--- config.mk ---
export PLATFORM = sky130hd
export DESIGN_NAME = lhm_ctrl
export DESIGN_NICKNAME = d
export VERILOG_FILES = /design/src/hdl/lhm_pkg.sv /design/src/hdl/lhm_ctrl.sv
export SDC_FILE = /design/constraint.sdc
export NUM_CORES = 1
export LEC_CHECK = 0
export BUFFER_PORTS_ARGS = -buffer_cell sky130_fd_sc_hd__buf_2
export CELL_PAD_IN_SITES_DETAIL_PLACEMENT = 0
export CELL_PAD_IN_SITES_GLOBAL_PLACEMENT = 1
export CORE_MARGIN = 2
export CORE_UTILIZATION = 29
export CTS_BUF_LIST = sky130_fd_sc_hd__clkbuf_4
export DETAILED_ROUTE_END_ITERATION = 10
export PLACE_DENSITY_LB_ADDON = 0.08
export SYNTH_ARGS = -nofsm -noshare
export SYNTH_HDL_FRONTEND = slang
export SYNTH_SLANG_ARGS = --single-unit
--- constraint.sdc ---
create_clock -name clk -period 1.4 [get_ports clk]
set_clock_uncertainty 0.2 [all_clocks]
set_input_delay 0.07 -clock clk [delete_from_list [all_inputs] [get_ports clk]]
set_output_delay 0.07 -clock clk [all_outputs]
set_load 0.02 [all_outputs]
--- src/hdl/lhm_pkg.sv ---
// ----------------------------------------------------------------------------
// lhm_pkg
// Shared field widths, codes and controller/datapath interface types for the
// latency histogram monitor.
// ----------------------------------------------------------------------------
`default_nettype none

package lhm_pkg;

  // Transaction field widths
  localparam int LAT_W  = 40;
  localparam int CNT_W  = 32;
  localparam int TOT_W  = 64;
  localparam int PCTL_W = 24;
  localparam int SLOT_W = 6;
  localparam int PCT_W  = 7;

  // Percent scale of the percentile target
  localparam int PCT_SCALE = 100;

  // Transaction kind code
  localparam logic KIND_QUERY = 1'b1;

  // Per-slot statistics word
  typedef struct packed {
    logic [CNT_W-1:0] cnt;
    logic [CNT_W-1:0] err;
    logic [TOT_W-1:0] tot;
    logic [LAT_W-1:0] peak;
    logic [CNT_W-1:0] ovf;
  } stat_t;

  // Controller to datapath commands
  typedef struct packed {
    logic load_in;
    logic stat_rd;
    logic div_start;
    logic bkt_rd;
    logic rec_commit;
    logic tgt_load;
    logic walk_issue;
    logic q_commit;
    logic oor_commit;
    logic clr_step;
  } cmd_t;

  // Datapath to controller status
  typedef struct packed {
    logic is_query;
    logic oor;
    logic div_busy;
    logic walk_done;
    logic clr_last;
    logic out_free;
  } sts_t;

endpackage

`default_nettype wire

--- src/hdl/lhm_ctrl.sv ---
// ----------------------------------------------------------------------------
// lhm_ctrl
// Sequencer for the monitor: bucket store clearing sweep, record
// read-modify-write, percentile walk and result hand-off.
// ----------------------------------------------------------------------------
`default_nettype none

module lhm_ctrl (
  input  logic          clk,
  input  logic          rst_n,
  input  logic          in_valid,
  output logic          in_ready,
  output lhm_pkg::cmd_t cmd,
  input  lhm_pkg::sts_t sts
);

  localparam logic [3:0] ST_CLEAR = 4'd0;
  localparam logic [3:0] ST_IDLE  = 4'd1;
  localparam logic [3:0] ST_STAT  = 4'd2;
  localparam logic [3:0] ST_DIV   = 4'd3;
  localparam logic [3:0] ST_BRD   = 4'd4;
  localparam logic [3:0] ST_RCMT  = 4'd5;
  localparam logic [3:0] ST_TGT   = 4'd6;
  localparam logic [3:0] ST_WALK  = 4'd7;
  localparam logic [3:0] ST_QCMT  = 4'd8;
  localparam logic [3:0] ST_OCMT  = 4'd9;

  logic [3:0] state_r;
  logic [3:0] state_nxt;

  assign in_ready = (state_r == ST_IDLE);

  // Next state and commands
  always_comb begin
    state_nxt = state_r;
    cmd       = '0;
    case (state_r)
      ST_CLEAR: begin
        cmd.clr_step = 1'b1;
        if (sts.clr_last) begin
          state_nxt = ST_IDLE;
        end
      end
      ST_IDLE: begin
        if (in_valid) begin
          cmd.load_in = 1'b1;
          state_nxt   = ST_STAT;
        end
      end
      ST_STAT: begin
        cmd.stat_rd = 1'b1;
        if (sts.oor) begin
          state_nxt = ST_OCMT;
        end else if (sts.is_query) begin
          state_nxt = ST_TGT;
        end else begin
          cmd.div_start = 1'b1;
          state_nxt     = ST_DIV;
        end
      end
      ST_DIV: begin
        if (!sts.div_busy) begin
          state_nxt = ST_BRD;
        end
      end
      ST_BRD: begin
        cmd.bkt_rd = 1'b1;
        state_nxt  = ST_RCMT;
      end
      ST_RCMT: begin
        if (sts.out_free) begin
          cmd.rec_commit = 1'b1;
          state_nxt      = ST_IDLE;
        end
      end
      ST_TGT: begin
        cmd.tgt_load = 1'b1;
        state_nxt    = ST_WALK;
      end
      ST_WALK: begin
        cmd.walk_issue = 1'b1;
        if (sts.walk_done) begin
          state_nxt = ST_QCMT;
        end
      end
      ST_QCMT: begin
        if (sts.out_free) begin
          cmd.q_commit = 1'b1;
          state_nxt    = ST_IDLE;
        end
      end
      ST_OCMT: begin
        if (sts.out_free) begin
          cmd.oor_commit = 1'b1;
          state_nxt      = ST_IDLE;
        end
      end
      default: begin
        state_nxt = ST_IDLE;
      end
    endcase
  end

  always_ff @(posedge clk) begin
    if (!rst_n) begin
      state_r <= ST_CLEAR;
    end else begin
      state_r <= state_nxt;
    end
  end

endmodule

`default_nettype wire

* Word level (Yosys, flattened, before mapping) *
Cells that the tools add are included.

word-level totals
  word-level logic and storage cells = 39
  bits in registers = 4

cells by class
  muxes and demuxes = 21
  eq/ne operators = 14
  reduce and logical (&&, ||, !) cells = 3

operators with widths
  cell                  count
  $pmux W4 S8           1
  $mux W4               6
  $eq A4 B3 Y1 const B  4
  $mux W1               12
  $eq A4 B2 Y1 const B  2
  $eq A4 B4 Y1 const B  2
  $ne A2 B2 Y1 const B  4
  $reduce_and A5 Y1     1
  $eq A4 B1 Y1 const B  1
  $logic_not A4 Y1      1
  $mux W3               1
  $reduce_or A3 Y1      1
  $mux W2               1
  $ne A2 B1 Y1 const B  1

* Longest topological paths before layout *
Gate-level depths: netlist of the first run.

  depth in word-level cells = 4
  depth in mapped cells = 5

* Worst setup path before layout of the first run *
OpenSTA, ideal clock, no wires.

  path type = flip-flop to output port
  from = reg state_r[0]
  to = out cmd[7] (netlist bit)
  required time = 1.130 ns
  stages on the path, launching flop included = 5
  path slack = -0.627 ns
  arrival time = 1.757 ns
  cells stage by stage = dfxtp_1 -> buf_4 -> nand2b_1 -> nor3_1 -> nor3b_1

RTL lines
  element                 RTL line         RTL
  from (decl)             lhm_ctrl.sv:28   logic [3:0] state_r;
  from (signal assigned)  lhm_ctrl.sv:108  state_r <= state_nxt;
  to (decl)               lhm_ctrl.sv:13   output lhm_pkg::cmd_t cmd,

* Final worst setup path of the first run *
  from = reg state_r[0]
  to = reg state_r[3]

between the ends
  longest elaborated chain between the ends = 4

ends and longest elaborated chain
  element                                              RTL line        RTL
  $eq A4 B4 Y1 / $eq A4 B3 Y1 (equally long branches)  lhm_ctrl.sv:37  case (state_r)
  $reduce_or A3 Y1 (no line)                           n/a
  $ne A2 B1 Y1 (no line)                               n/a
  $reduce_and A5 Y1 (no line)                          n/a

Several ways; a longest one is shown, not always the timed one.
A chain may end at the register's enable or synchronous reset.

==> metrics.txt, run 1 <==
dpl hpwl=1017 um; Buffers on Ports=19; register with the most flip-flops=state_r; Placed Area=690.7 sq um; filler instances=85; worst slew pin tran=313.3 ps; Initial Util=31.62%; clock-pin slew on the worst setup and hold paths=40 ps; Tcrit/Tclk final=114.9%; largest net degree at the start of global routing=8; Final Power=0.0008931 W; clk sinks=4; min Tclk post-route=1609 ps; cell area after synthesis=416.7 sq um; final-report max-slew violation count=0; DR vias/cell=5.177; # IOs=20; Max VDD drop=0.0007082 V; max FFs per register=4; Lkg Pwr=0.4170 nW; Antenna Nets Post-Route=0; Largest regs=state_r x4; RSZ-0062 raised after global routing=true; Worst Path Required=1360 ps; Via Count=585; GPL Wtd Cong=0.7676; H-tree Lvls=1; drt total wl=1594 um; Yosys warnings=0; Max Cap Viol=0; Worst setup EP type=flip-flop; pwr dens=934.2 nW/um^2; die area=1756 sq um; Unique masters post-synth=31; Post-synth EDFFs=0; post-route cell area=955.9 sq um; Hold WC Path Type=input port to flip-flop; failing checks=negative setup slack; count of final setup violators=15; commonest non-fill, non-tap cells in the layout=25 x buf_4, 13 x buf_6, 8 x buf_2; initial antenna violation count=0; outcome=complete, but fails checks; worst hold start=sts[0]; worst skew pair latency=240 ps; CP Max Fanout=5; Clock Path Buffers=2; post-route setup slack=-208.9 ps; fin nets=109; DRT Pass-1 Iters=4; area grow syn2layout=129.4%; # diodes=0; relative slew slack=79.12%; critical path type=flip-flop to flip-flop; routed len/inst=14.11 um; vias in the first global route=583; r2r startpoint=state_r[0]$_SDFFE_PN0P_; sequential element share of the synthesized area=19.22%; top_reg_cell synth=dfxtp_1; TritonCTS clock tree=done; core area=1318 sq um; Seq cells post-synth=4; Die H=41.91 um; FP Rows=13; Fmax=621.6 MHz; Startpoint Class=flip-flop; Synth Instances=52; Avg Cell Area, Syn=8.013 sq um; proportion of layout cells with a drive suffix above 1=74.49%; CP Launch Point=state_r[0]$_SDFFE_PN0P_; global route overflow=0; # DRC=0; first-pass GRT wire length=2559 um; initial DRC count=5; Hold Vio Cnt, Final=0; syn nets=61; Arr. time, crit path=1570 ps; CTS Buf Count=3; clk root buf=clkbuf_4; die width=41.91 um; asr flop ratio synth=0%; commonest non-fill, non-tap cell in the layout=buf_4; Total GRT Usage=19.03%
area by class of cell:
type,count,area (sq um),share of cell area (%)
Multi-Input combinational cell,43,434.2,45.42
Tap cell,15,18.77,1.963
Inverter,1,3.754,0.3927
Clock buffer,3,22.52,2.356
Timing Repair Buffer,47,384.1,40.18
Sequential cell,4,92.59,9.686
worst max-delay path: stages, from the launching register on:
cell and delay (ps):
dfxtp_4 350, buf_6 120, buf_4 130, mux2i_1 110, or4b_1 480, a21boi_1 150
metrics by stage:
stage          setup TNS, ps  hold WS [ps]  std cells  setup slack [ps]  util, %
6_report               -1973         47.74        113            -208.9    72.55
5_1_grt                -2780         49.47        113            -257.7    72.55
4_1_cts                -1797         6.912        113            -181.7    69.90
3_5_place_dp          -622.9         148.6         96            -125.0    52.42
3_3_place_gp          -546.0         145.4         96            -144.5    52.42
2_1_floorplan         -255.9        -23.82         52            -94.64        -
where the power goes:
group	total, W	internal, W	switching, W
sequential	0.000164	0.000136	0.0000276
combinational	0.000585	0.000327	0.000258
clock	0.000144	0.0000960	0.0000481
total	0.000893	0.000559	0.000334
kinds of logic (layout without fill, tap and decap cells):
group | after synthesis | count (layout) | synth area share, %
AND/OR/NAND/NOR | 30 | 30 | 45.95
AO/OA/AOI/OAI | 11 | 11 | 23.72
buffers and inverters | 5 | 51 | 6.305
flip-flops | 4 | 4 | 19.22
multiplexers | 2 | 2 | 4.805
worst paths after layout:
kind                             endpoint  slack, ps  depth (start not counted)
setup / recovery  state_r[3]$_SDFFE_PN0P_       -210                          5
hold / removal    state_r[3]$_SDFFE_PN0P_         50                          4
setup reg to reg  state_r[3]$_SDFFE_PN0P_       -210                          5
hold reg to reg   state_r[0]$_SDFFE_PN0P_        490                          3
cells in the mapped netlist, drive strengths merged, types with 2 or more instances:
cell    number  area share, %
nand2        2            1.8
dfxtp        4             19
o21bai       2            3.6
nand3b       3            5.4
a21oi        2            2.4
mux2i        2            4.8
clkbuf       2            1.8
buf          2            3.6
nor3         4            4.8
nor3b        3            6.6
nor2         6            5.4
a211oi       2            3.6
repair_timing:
action | 4_1_cts | 5_1_grt
setup buffers | 13 | 0
resized for setup | 30 | 8
endpoints found under the setup margin | 15 | 15
pin swaps | 7 | 3
hold buffers | 1 | 0
endpoints found under the hold margin | 4 | 0
per-layer routing:
layer	share of wire [%]	global-route usage, %	wire [um]	vias up
li1	-	-	-	286
met1	45	21.35	719	280
met2	49	31.56	779	13
met3	3.4	4.348	54	6
met4	2.6	12.90	42	0
met5	0	0	0	-
Power figures use the tool's default switching activity.
==> inputs of run 2 (changes only) <==
--- a/config.mk
+++ b/config.mk
@@ -16,3 +16,4 @@
 export SYNTH_ARGS = -nofsm -noshare
 export SYNTH_HDL_FRONTEND = slang
 export SYNTH_SLANG_ARGS = --single-unit
+export TNS_END_PERCENT = 1
==> metrics.txt, run 2 (synthesis results as in run 1) <==
outcome=complete, but fails checks; failing checks=negative setup slack; proportion of layout cells with a drive suffix above 1=68.54%; Tcrit/Tclk final=114.8%; FP Rows=13; DR vias/cell=5.106; clk sinks=4; Fmax=622.1 MHz; Worst setup EP type=primary output; delay-heaviest family, CP=buffers and inverters; CP Cell Sequence=buf_6 -> buf_6 -> nor3_4 -> nor3b_4 -> buf_6; Lkg Pwr=0.3625 nW; die width=41.91 um; filler instances=123; routed len/inst=12.67 um; Antenna Nets Post-Route=0; Comb power frac=62.3%; Via Count=531; Clock Path Buffers=2; fin util=65.15%; Clock power frac=17.3%; core area=1318 sq um; commonest non-fill, non-tap cells in the layout=17 x buf_4, 10 x buf_6, 9 x buf_2; clock-pin slew on the worst setup and hold paths=40 ps; slowest stage delay, CP=360 ps; pwr dens=938.5 nW/um^2; first-pass GRT wire length=2318 um; M3 GR Usage=0%; worst slew pin tran=385.4 ps; largest net degree at the start of global routing=8; initial antenna violation count=0; drt total wl=1318 um; die area=1756 sq um; # IOs=20; GRT met2 Usage=27.19%; Initial Util=31.62%; DRT Pass-1 Iters=1; count of final setup violators=14; H-tree Lvls=1; post-route setup slack=-207.5 ps; CP max stage cell=dfxtp_4; Max VDD drop=0.0006692 V; TritonCTS clock tree=done; commonest non-fill, non-tap cell in the layout=buf_4; Arr. time, crit path=1340 ps; Hold Vio Cnt, Final=0; max FFs per register=4; Crit path top cell by count=buf_6; # diodes=0; relative slew slack=74.30%; fin nets=100; clk root buf=clkbuf_4; area grow syn2layout=106.0%; # DRC=0; CTS Buf Count=3; gr busiest metal=met2; worst skew pair latency=230 ps; crit path buf inv count=3; Largest regs=state_r x4; vias in the first global route=512; Total GRT Usage=17.35%; RSZ-0062 raised after global routing=true; Startpoint Class=flip-flop; Hold WC Path Type=input port to flip-flop; min Tclk post-route=1607 ps; Power Internal=0.0005066 W; final-report max-slew violation count=0; Final Power=0.0008055 W; GPL Wtd Cong=0.7801; Worst Path Required=1130 ps; CP Max Fanout=7; switching fraction of total power=37.11%; Max Cap Viol=0; Seq pwr share=20.5%; GR Util met1=23.24%; critical path type=flip-flop to primary output; P_sw=0.0002990 W; Buffers on Ports=19; register with the most flip-flops=state_r; initial DRC count=0; Die H=41.91 um; dpl hpwl=1058 um; global route overflow=0
run 2: area by class of cell:
| type | instances | area [sq um] | share of cell area, % |
|---|---|---|---|
| Multi-Input combinational cell | 43 | 410.4 | 47.81 |
| Timing Repair Buffer | 38 | 310.3 | 36.15 |
| Sequential cell | 4 | 92.59 | 10.79 |
| Clock buffer | 3 | 22.52 | 2.624 |
| Tap cell | 15 | 18.77 | 2.187 |
| Inverter | 1 | 3.754 | 0.4373 |
run 2: what timing repair did:
| action | CTS | global route |
|---|---|---|
| resized for setup | 21 | 13 |
| endpoints found under the setup margin | 15 | 15 |
| hold buffers | 1 | 0 |
| setup buffers | 3 | 0 |
| hold endpoints to repair | 4 | 0 |
| pin swaps | 8 | 6 |
run 2: path summary, 6_finish.rpt:
path | cells past startpoint | from | end | slack, ps
setup / recovery | 5 | state_r[2]$_SDFFE_PN0P_ | cmd[7] | -210
hold / removal | 3 | in_valid | state_r[1]$_SDFFE_PN0P_ | 20
setup reg to reg | 5 | state_r[0]$_SDFFE_PN0P_ | state_r[3]$_SDFFE_PN0P_ | -180
hold reg to reg | 2 | state_r[2]$_SDFFE_PN0P_ | state_r[2]$_SDFFE_PN0P_ | 380
run 2: stage by stage:
step                setup TNS [ps]  hold WS [ps]  setup WS [ps]  instance area, sq um  cells
CTS                          -2270         4.741         -218.6                 810.8    104
global route                 -2757         53.99         -274.3                 858.3    104
floorplan                   -401.2        -23.82         -94.64                 494.2     52
detailed placement          -661.8         142.8         -158.8                 691.9     97
global placement            -562.2         143.7         -124.4                 691.9     97
finish                       -1765         19.75         -207.5                 858.3    104
run 2: layer usage:
layer / vias up / share of wire (%)
met5: - / 0
met4: 0 / 2.0
met3: 4 / 2.5
met2: 12 / 50
met1: 243 / 46
li1: 272 / -
run 2: worst min-delay path, delay by kind of cell:
| family | cells | cell delay [ps] |
|---|---|---|
| AO/OA/AOI/OAI | 1 | 120 |
| buffers and inverters | 1 | 90 |
| AND/OR/NAND/NOR | 1 | 140 |
run 2: power by group through the flow:
stage | clock network [W] | registers, W | logic (W)
floorplan | 0 | 0.000163 | 0.000268
global placement | 0 | 0.000165 | 0.000401
detailed placement | 0 | 0.000166 | 0.000406
CTS | 0.000147 | 0.000165 | 0.000471
global route | 0.000157 | 0.000170 | 0.000535
finish | 0.000139 | 0.000165 | 0.000501
